--- config.mk ---
export PLATFORM = sky130hd
export DESIGN_NAME = polyline_stroke_offset
export DESIGN_NICKNAME = d
export VERILOG_FILES = /design/src/hw/rtl/pso_pkg.sv /design/src/hw/rtl/pso_front.sv /design/src/hw/rtl/pso_jq.sv /design/src/hw/rtl/pso_back.sv /design/src/hw/rtl/polyline_stroke_offset.sv
export SDC_FILE = /design/constraint.sdc
export NUM_CORES = 2
export LEC_CHECK = 0
export BUFFER_PORTS_ARGS = -buffer_cell sky130_fd_sc_hd__buf_4
export CAP_MARGIN = 20
export CORE_MARGIN = 4
export CORE_UTILIZATION = 65
export CTS_BUF_LIST = sky130_fd_sc_hd__clkbuf_2 sky130_fd_sc_hd__clkbuf_4 sky130_fd_sc_hd__clkbuf_8
export CTS_CLUSTER_SIZE = 28
export DETAILED_ROUTE_END_ITERATION = 7
export PLACE_DENSITY = 0.82
export SETUP_SLACK_MARGIN = 0.05
export SKIP_LAST_GASP = 1
export SLEW_MARGIN = 30
export SYNTH_ARGS = -nofsm -noshare
export SYNTH_HDL_FRONTEND = slang
export SYNTH_HIERARCHICAL = 1
export SYNTH_SLANG_ARGS = --single-unit
--- constraint.sdc ---
create_clock -name clk -period 11.8 [get_ports clk]
set_input_delay 1.77 -clock clk [delete_from_list [all_inputs] [get_ports clk]]
set_output_delay 1.77 -clock clk [all_outputs]
set_load 0.02 [all_outputs]
--- src/hw/rtl/pso_pkg.sv ---
// Shared types and constants for the polyline stroke offset block.
package pso_pkg;

  localparam int CW       = 16;
  localparam int DW       = 17;
  localparam int RW       = 12;
  localparam int JQ_DEPTH = 4;
  localparam int JQ_AW    = 2;
  localparam logic [1:0] MIN_SEEN = 2'd2;
  localparam logic [1:0] FULL_SEEN = 2'd3;

  typedef struct packed {
    logic signed [CW-1:0] px;
    logic signed [CW-1:0] py;
    logic signed [DW-1:0] dx;
    logic signed [DW-1:0] dy;
    logic                 last;
  } job_t;

  typedef enum logic [2:0] {
    B_IDLE, B_SQ, B_SUM, B_SQRT, B_MUL, B_DINIT, B_DIV, B_OUT
  } back_state_t;

endpackage

--- src/hw/rtl/pso_front.sv ---
// Front end: takes points, keeps the last two, and issues up to three offset jobs per point.
module pso_front (
  input  logic                         clk,
  input  logic                         rst,
  input  logic                         push,
  output logic                         full,
  input  logic signed [pso_pkg::CW-1:0] point_x,
  input  logic signed [pso_pkg::CW-1:0] point_y,
  input  logic                         point_is_last,
  output logic                         job_valid,
  output pso_pkg::job_t                job,
  input  logic                         job_full
);
  import pso_pkg::*;

  logic signed [CW-1:0] held_x [2];
  logic signed [CW-1:0] held_y [2];
  logic [1:0]           points_seen;
  job_t                 pend [3];
  logic [1:0]           pend_cnt;
  logic [1:0]           rd;
  logic                 accept;
  job_t                 j_first, j_inner, j_last;

  function automatic logic signed [DW-1:0] diff(input logic signed [CW-1:0] b,
                                               input logic signed [CW-1:0] a);
    diff = {b[CW-1], b} - {a[CW-1], a};
  endfunction

  assign full      = (pend_cnt != 2'd0);
  assign accept    = push && !full;
  assign job_valid = (pend_cnt != 2'd0);
  assign job       = pend[rd];

  always_comb begin
    j_first = '{px: held_x[0], py: held_y[0], dx: diff(held_x[1], held_x[0]),
                dy: diff(held_y[1], held_y[0]), last: 1'b0};
    j_inner = '{px: held_x[1], py: held_y[1], dx: diff(point_x, held_x[0]),
                dy: diff(point_y, held_y[0]), last: 1'b0};
    j_last  = '{px: point_x, py: point_y, dx: diff(point_x, held_x[1]),
                dy: diff(point_y, held_y[1]), last: 1'b1};
  end

  always_ff @(posedge clk) begin
    if (rst) begin
      points_seen <= 2'd0;
      pend_cnt    <= 2'd0;
      rd          <= 2'd0;
      held_x[0]   <= '0;
      held_x[1]   <= '0;
      held_y[0]   <= '0;
      held_y[1]   <= '0;
    end else if (accept) begin
      rd <= 2'd0;
      if (points_seen < MIN_SEEN) begin
        held_x[points_seen[0]] <= point_x;
        held_y[points_seen[0]] <= point_y;
        points_seen <= point_is_last ? 2'd0 : points_seen + 2'd1;
      end else begin
        if (points_seen == MIN_SEEN) begin
          pend[0]  <= j_first;
          pend[1]  <= j_inner;
          pend[2]  <= j_last;
          pend_cnt <= point_is_last ? 2'd3 : 2'd2;
        end else begin
          pend[0]  <= j_inner;
          pend[1]  <= j_last;
          pend_cnt <= point_is_last ? 2'd2 : 2'd1;
        end
        points_seen <= point_is_last ? 2'd0 : FULL_SEEN;
        held_x[0] <= held_x[1];
        held_y[0] <= held_y[1];
        held_x[1] <= point_x;
        held_y[1] <= point_y;
      end
    end else if (job_valid && !job_full) begin
      rd       <= rd + 2'd1;
      pend_cnt <= pend_cnt - 2'd1;
    end
  end

endmodule

--- src/hw/rtl/pso_jq.sv ---
// Short job queue between the front end and the offset unit.
module pso_jq (
  input  logic          clk,
  input  logic          rst,
  input  logic          wr,
  input  pso_pkg::job_t wdata,
  output logic          full,
  input  logic          rd,
  output pso_pkg::job_t rdata,
  output logic          empty
);
  import pso_pkg::*;

  job_t             mem [JQ_DEPTH];
  logic [JQ_AW-1:0] wp, rp;
  logic [JQ_AW:0]   count;
  logic             do_wr, do_rd;

  assign full  = (count == (JQ_AW+1)'(JQ_DEPTH));
  assign empty = (count == '0);
  assign do_wr = wr && !full;
  assign do_rd = rd && !empty;
  assign rdata = mem[rp];

  always_ff @(posedge clk) begin
    if (do_wr) begin
      mem[wp] <= wdata;
    end
  end

  always_ff @(posedge clk) begin
    if (rst) begin
      wp    <= '0;
      rp    <= '0;
      count <= '0;
    end else begin
      if (do_wr) wp <= wp + 1'b1;
      if (do_rd) rp <= rp + 1'b1;
      count <= count + (JQ_AW+1)'(do_wr) - (JQ_AW+1)'(do_rd);
    end
  end

endmodule

--- src/hw/rtl/pso_back.sv ---
// Offset unit: squares, iterative square root, two restoring divides, saturating vertex output.
module pso_back (
  input  logic                          clk,
  input  logic                          rst,
  input  logic [pso_pkg::RW-1:0]        radius,
  input  logic                          q_empty,
  input  pso_pkg::job_t                 q_data,
  output logic                          q_pop,
  output logic                          empty,
  input  logic                          pop,
  output logic signed [pso_pkg::CW-1:0] left_x,
  output logic signed [pso_pkg::CW-1:0] left_y,
  output logic signed [pso_pkg::CW-1:0] right_x,
  output logic signed [pso_pkg::CW-1:0] right_y,
  output logic                          strip_end
);
  import pso_pkg::*;

  back_state_t state, state_next;
  job_t        job;
  logic [32:0] sqx, sqy;
  logic [33:0] s_sum;
  logic        zero_dir;
  logic [49:0] rem_s;
  logic [50:0] root;
  logic [49:0] bsel;
  logic [4:0]  cnt;
  logic [50:0] trial;
  logic        sq_ge;
  logic [24:0] h;
  logic [27:0] prodx, prody;
  logic [16:0] absx, absy;
  logic [36:0] remx, remy;
  logic [35:0] dsh;
  logic [11:0] qx, qy;
  logic        out_valid;
  logic        slot_free;
  logic signed [12:0] co, si;

  function automatic logic signed [CW-1:0] sat16(input logic signed [CW:0] v);
    if (v > 17'sd32767) sat16 = 16'sh7FFF;
    else if (v < -17'sd32768) sat16 = 16'sh8000;
    else sat16 = v[CW-1:0];
  endfunction

  assign s_sum     = {1'b0, sqx} + {1'b0, sqy};
  assign trial     = root + {1'b0, bsel};
  assign sq_ge     = {1'b0, rem_s} >= trial;
  assign h         = root[24:0];
  assign absx      = job.dx[DW-1] ? -job.dx : job.dx;
  assign absy      = job.dy[DW-1] ? -job.dy : job.dy;
  assign slot_free = !out_valid || pop;
  assign empty     = !out_valid;
  assign co = zero_dir ? 13'sd0 : (job.dx[DW-1] ? -$signed({1'b0, qx}) : $signed({1'b0, qx}));
  assign si = zero_dir ? 13'sd0 : (job.dy[DW-1] ? -$signed({1'b0, qy}) : $signed({1'b0, qy}));

  always_ff @(posedge clk) begin
    if (rst) state <= B_IDLE;
    else     state <= state_next;
  end

  always_comb begin
    state_next = state;
    q_pop      = 1'b0;
    unique case (state)
      B_IDLE: begin
        if (!q_empty) begin
          q_pop      = 1'b1;
          state_next = B_SQ;
        end
      end
      B_SQ:    state_next = B_SUM;
      B_SUM:   state_next = (s_sum == '0) ? B_OUT : B_SQRT;
      B_SQRT:  if (cnt == '0) state_next = B_MUL;
      B_MUL:   state_next = B_DINIT;
      B_DINIT: state_next = B_DIV;
      B_DIV:   if (cnt == '0) state_next = B_OUT;
      B_OUT:   if (slot_free) state_next = B_IDLE;
      default: state_next = B_IDLE;
    endcase
  end

  always_ff @(posedge clk) begin
    case (state)
      B_IDLE:  if (!q_empty) job <= q_data;
      B_SQ: begin
        sqx <= 33'($signed(job.dx) * $signed(job.dx));
        sqy <= 33'($signed(job.dy) * $signed(job.dy));
      end
      B_SUM: begin
        zero_dir <= (s_sum == '0);
        rem_s    <= {s_sum[33:0], 16'b0};
        root     <= '0;
        bsel     <= 50'(1) << 48;
        cnt      <= 5'd24;
      end
      B_SQRT: begin
        if (sq_ge) begin
          rem_s <= rem_s - trial[49:0];
          root  <= (root >> 1) + {1'b0, bsel};
        end else begin
          root <= root >> 1;
        end
        bsel <= bsel >> 2;
        cnt  <= cnt - 5'd1;
      end
      B_MUL: begin
        prodx <= radius * absx[15:0];
        prody <= radius * absy[15:0];
      end
      B_DINIT: begin
        remx <= {1'b0, prodx, 8'b0} + {13'b0, h[24:1]};
        remy <= {1'b0, prody, 8'b0} + {13'b0, h[24:1]};
        dsh  <= {h, 11'b0};
        cnt  <= 5'd11;
      end
      B_DIV: begin
        if (remx >= {1'b0, dsh}) begin
          remx <= remx - {1'b0, dsh};
          qx   <= {qx[10:0], 1'b1};
        end else begin
          qx <= {qx[10:0], 1'b0};
        end
        if (remy >= {1'b0, dsh}) begin
          remy <= remy - {1'b0, dsh};
          qy   <= {qy[10:0], 1'b1};
        end else begin
          qy <= {qy[10:0], 1'b0};
        end
        dsh <= dsh >> 1;
        cnt <= cnt - 5'd1;
      end
      default: ;
    endcase
  end

  always_ff @(posedge clk) begin
    if (state == B_OUT && slot_free) begin
      left_x    <= sat16({job.px[CW-1], job.px} + {{4{si[12]}}, si});
      left_y    <= sat16({job.py[CW-1], job.py} - {{4{co[12]}}, co});
      right_x   <= sat16({job.px[CW-1], job.px} - {{4{si[12]}}, si});
      right_y   <= sat16({job.py[CW-1], job.py} + {{4{co[12]}}, co});
      strip_end <= job.last;
    end
  end

  always_ff @(posedge clk) begin
    if (rst) out_valid <= 1'b0;
    else if (state == B_OUT && slot_free) out_valid <= 1'b1;
    else if (pop) out_valid <= 1'b0;
  end

`ifndef SYNTH
  a_qx_bound: assert property (@(posedge clk) disable iff (rst)
    (state == B_OUT && !zero_dir) |-> (qx <= radius))
    else $error("x quotient exceeds radius");
  a_qy_bound: assert property (@(posedge clk) disable iff (rst)
    (state == B_OUT && !zero_dir) |-> (qy <= radius))
    else $error("y quotient exceeds radius");
  a_root_min: assert property (@(posedge clk) disable iff (rst)
    (state == B_MUL) |-> (h >= 25'd256))
    else $error("square root too small for nonzero direction");
  a_out_src: assert property (@(posedge clk) disable iff (rst)
    $rose(out_valid) |-> $past(state == B_OUT))
    else $error("result word appeared without a finished job");
`endif

endmodule

--- src/hw/rtl/polyline_stroke_offset.sv ---
// Top level of the polyline stroke offset block.
// Usage:
//   Points enter on point_x/point_y/point_is_last; a word is taken when push
//   is high and full is low. Results leave as vertex pairs on left_*/right_*
//   and strip_end; the oldest word is valid while empty is low and is taken
//   when pop is high.
//   stroke_radius is written through cfg_wr_en/cfg_wr_data while idle.
// Flow:
//   A point emits zero to three pairs. The offset unit works on one pair at
//   a time: squares, a 25-step square root and two 12-step divides running
//   side by side; a zero-length direction skips the root and divides. The
//   offset unit sets throughput. The front end takes a new point once its
//   jobs have entered the 4-deep job queue; it stalls when that queue is
//   full.
// Reset:
//   rst clears the held points, counters, queue and output slot; the radius
//   returns to 16 (1.0 in Q8.4).
// Stall:
//   With pop low the output word holds and the offset unit waits after its
//   current job; the queue and front end then fill and full rises.
module polyline_stroke_offset (
  input  logic                          clk,
  input  logic                          rst,
  input  logic                          push,
  output logic                          full,
  input  logic signed [pso_pkg::CW-1:0] point_x,
  input  logic signed [pso_pkg::CW-1:0] point_y,
  input  logic                          point_is_last,
  output logic                          empty,
  input  logic                          pop,
  output logic signed [pso_pkg::CW-1:0] left_x,
  output logic signed [pso_pkg::CW-1:0] left_y,
  output logic signed [pso_pkg::CW-1:0] right_x,
  output logic signed [pso_pkg::CW-1:0] right_y,
  output logic                          strip_end,
  input  logic                          cfg_wr_en,
  input  logic [pso_pkg::RW-1:0]        cfg_wr_data
);
  import pso_pkg::*;

  logic [RW-1:0] stroke_radius;
  logic          f_valid, jq_full, jq_empty, jq_pop;
  job_t          f_job, jq_job;

  always_ff @(posedge clk) begin
    if (rst) stroke_radius <= 12'd16;
    else if (cfg_wr_en) stroke_radius <= cfg_wr_data;
  end

  pso_front u_front (
    .clk(clk), .rst(rst), .push(push), .full(full),
    .point_x(point_x), .point_y(point_y), .point_is_last(point_is_last),
    .job_valid(f_valid), .job(f_job), .job_full(jq_full)
  );

  pso_jq u_jq (
    .clk(clk), .rst(rst), .wr(f_valid), .wdata(f_job), .full(jq_full),
    .rd(jq_pop), .rdata(jq_job), .empty(jq_empty)
  );

  pso_back u_back (
    .clk(clk), .rst(rst), .radius(stroke_radius),
    .q_empty(jq_empty), .q_data(jq_job), .q_pop(jq_pop),
    .empty(empty), .pop(pop),
    .left_x(left_x), .left_y(left_y), .right_x(right_x), .right_y(right_y),
    .strip_end(strip_end)
  );

endmodule
==> out/summary.txt <==
combinational family with the most area after synthesis -> adder cells
top-count cell post-synth -> inv_1
share of layout cells above drive strength 1 -> 0.0763
number of post-CTS setup repair buffers -> 0
TritonCTS clock tree -> done
syn_nets -> 10670
area of the core -> 142000 µm²
crit-path max FO -> 22
Critical Path RT -> 12.46 ns
status -> finished, final reports clean
DIE HEIGHT -> 387 µm
initial antenna violation count -> 7
Max clock buf depth -> 3
HPWL after DPL -> 173000 µm
Seq/Total Area, Yosys -> 0.344
# rows -> 138
CP Launch Type -> register
asr flop ratio synth -> 0
worst skew pair latency -> 0.93 ns
critical path data arrival time -> 8.98 ns
CTS Sinks -> 1082
Post-Synth Adder-Cell Area -> 0.274
count of final setup violators -> 0
most used cell, CP -> fa_1
vias per cell -> 6.00
CP Class -> reg2reg
fillers -> 10077
post-synth top area share -> 0.337
post-synthesis mux area share -> 0.0285
vias in the first global route -> 69557
GRT overflow -> 0
Slew @ Worst Pin -> 1.00 ns
I/O pin count -> 117
maxcap violations -> 0
clock root buffer -> clkbuf_8
FF-to-FF path depth -> 23
Slowest cell on crit path -> edfxtp_1
Final Hold Fails -> 0
Initial Util -> 0.657
post-synthesis xor/xnor area fraction -> 0.0518
Worst slew margin -> 0.331
FF-to-FF End -> u_back/prodx[26]$_DFFE_PP_
worst hold path class -> reg2reg
most instantiated cells after synthesis -> inv_1, edfxtp_1, nand2_1
Avg Inst Size Synth -> 10.3 µm²
RSZ-0062 raised after global routing -> false
distinct cell type count of the synthesized netlist -> 94
simple-gate share of the synthesized area -> 0.120
routed length per placed instance -> 20.5 µm
Reg2Reg Setup Slack -> 3.48 ns
Gate Count Post-Synth -> 9074
CP Capture Type -> register
Worst Clk Skew -> 0.0665 ns
clock-pin slew on the worst setup and hold paths -> 0.07 ns
Routed Antenna Nets -> 0
Main synth FF type -> edfxtp_1
Via Count -> 67205
crit-path cells -> or4_1 -> or2_2 -> o41ai_1 -> nor2b_1 -> nand2b_1 -> xnor2_2 -> nand2_1 -> fa_1 -> fa_1 -> inv_1 -> fa_1 -> fa_1 -> inv_1 -> fa_1 -> inv_1 -> ha_1 -> or3_1 -> o311a_1 -> o41ai_1 -> o21ai_0 -> a41o_1 -> a21oi_1 -> xnor2_1
H-tree Lvls -> 4
reg2reg start -> u_back/job[21]$_DFFE_PP_
TNS Setup -> 0 ns
Worst setup startpoint -> u_back/job[21]$_DFFE_PP_
Post-synth EDFFs -> 1048
gr usage total -> 0.305
Routed WL -> 229000 µm
#FFs+latches synth -> 1082
period utilization -> 0.705
Max Transition Viols Final -> 0
Post-route DRC -> 0
first-pass GRT wire length -> 368000 µm
TritonCTS buffer count -> 184
maximum clock frequency -> 0.120 GHz
CP endpoint -> u_back/prodx[26]$_DFFE_PP_
synth top area cells -> edfxtp_1, fa_1, ha_1
number of DRC markers in iteration 0 -> 5344
Pre-antenna DRT Iters -> 7
# port buffers -> 116
Post-layout nets -> 10742
post-CTS sizing -> 0
Hold Buf Count CTS -> 0
leading area contributor after synthesis -> edfxtp_1
Post-Syn Area -> 93500 µm²
compound-cell area share of the yosys netlist -> 0.115
largest net degree at the start of global routing -> 106
RePlAce Congestion -> 0.946
slowest stage delay, CP -> 0.73 ns
Die Span X -> 387 µm
Area Overhead vs Synth -> 7.27%
Final min period -> 8.32 ns
yosys warns -> 6
die area -> 150000 µm²
[cell type report]
class                      instances  area [µm²]  area share
antenna                            6        15.0    0.000150
clock buffer                     243        3020      0.0301
clock inverter                    93         841     0.00838
inverter                        1322        4960      0.0495
multi-input combinational       6356       55300       0.552
sequential                      1082       32200       0.321
tap                             1890        2360      0.0236
timing repair buffer             200        1570      0.0157
[placed cells by master, fill, tap and decap left out, types with 29 or more instances in the layout]
cell,netlist,layout
a211oi_1,56,56
a21o_1,176,176
a21oi_1,423,422
a22o_1,54,54
a31oi_1,73,73
and2_1,341,335
and3_1,53,53
buf_4,4,195
clkbuf_4,0,52
clkbuf_8,0,191
clkinv_1,4,39
dfxtp_1,34,30
edfxtp_1,1048,1048
fa_1,829,828
ha_1,717,717
inv_1,1318,1315
mux2i_1,109,109
mux4_2,67,67
nand2_1,890,888
nand2b_1,89,89
nand3_1,97,97
nand4_1,48,48
nor2_1,472,468
nor2b_1,76,75
nor3_1,113,111
o211ai_1,29,29
o21a_1,63,63
o21ai_0,518,517
o21bai_1,46,44
o31ai_1,52,52
or2_2,45,45
or3_1,52,52
xnor2_1,338,321
xor2_1,215,212
[through the flow]
step           utilization  hold slack (ns)  cells  worst slack [ns]  area (µm²)
2_1_floorplan            -            0.400   9074              2.30       93500
3_3_place_gp         0.676            0.432  10846              3.40       96100
3_5_place_dp         0.676            0.465  10847              3.55       96200
4_1_cts              0.704            0.475  11183              3.57      100000
5_1_grt              0.705            0.491  11190              2.91      100000
6_report             0.705            0.474  11192              3.48      100000
[worst min path at each step]
stage | startpoint | end | slack (ns) | depth (start not counted)
6_report | u_front/pend[1][0]$_SDFFE_PP1P_ | u_front/pend[1][0]$_SDFFE_PP1P_ | 0.47 | 2
5_1_grt | u_front/pend[1][0]$_SDFFE_PP1P_ | u_front/pend[1][0]$_SDFFE_PP1P_ | 0.49 | 2
4_1_cts | u_front/pend[1][0]$_SDFFE_PP1P_ | u_front/pend[1][0]$_SDFFE_PP1P_ | 0.47 | 2
3_5_place_dp | u_front/pend[1][0]$_SDFFE_PP1P_ | u_front/pend[1][0]$_SDFFE_PP1P_ | 0.47 | 2
3_3_place_gp | u_front/pend[1][0]$_SDFFE_PP1P_ | u_front/pend[1][0]$_SDFFE_PP1P_ | 0.43 | 2
2_1_floorplan | u_back/job[0]$_DFFE_PP_ | u_back/strip_end$_DFFE_PP_ | 0.40 | 0
[critical path, delay by kind of cell (launching register included)]
family | cells | cell delay (ns)
flip-flops | 1 | 0.73
AND/OR/NAND/NOR | 6 | 1.84
buffers and inverters | 3 | 0.15
adder cells (fa/ha/maj) | 6 | 2.69
AO/OA/AOI/OAI | 6 | 2.00
XOR/XNOR | 2 | 0.63
[state kept, by name, summed over array words and instances, names as in the netlist, 16 cells and up, named ones only]
register        cells
u_back/job         67
u_front/held_y     32
u_back/sqx         32
u_front/pend      199
u_back/prody       28
u_back/left_x      16
u_back/right_x     16
u_back/rem_s       50
u_back/root        51
u_front/held_x     32
u_back/remx        37
u_back/prodx       28
u_back/right_y     16
u_back/dsh         36
u_back/bsel        25
u_back/sqy         32
u_back/remy        37
u_jq/mem          268
u_back/left_y      16
[cells by family (layout without fill, tap and decap cells)]
group | count (synthesis) | in the layout
XOR/XNOR | 553 | 553
flip-flops | 1082 | 1082
AND/OR/NAND/NOR | 2360 | 2360
other | 0 | 6
buffers and inverters | 1636 | 1858
multiplexers | 182 | 182
adder cells (fa/ha/maj) | 1548 | 1548
AO/OA/AOI/OAI | 1713 | 1713
[metal layers]
layer	wire, µm	vias up	track usage
met4	12400	10	0.152
li1	-	30962	-
met3	15700	623	0.0520
met2	113000	2668	0.515
met5	69	-	0
met1	88500	32942	0.381
Power is left out: the tool's default activity adds up to more than one toggle a clock period on the data nets, which glitch-free logic cannot reach.
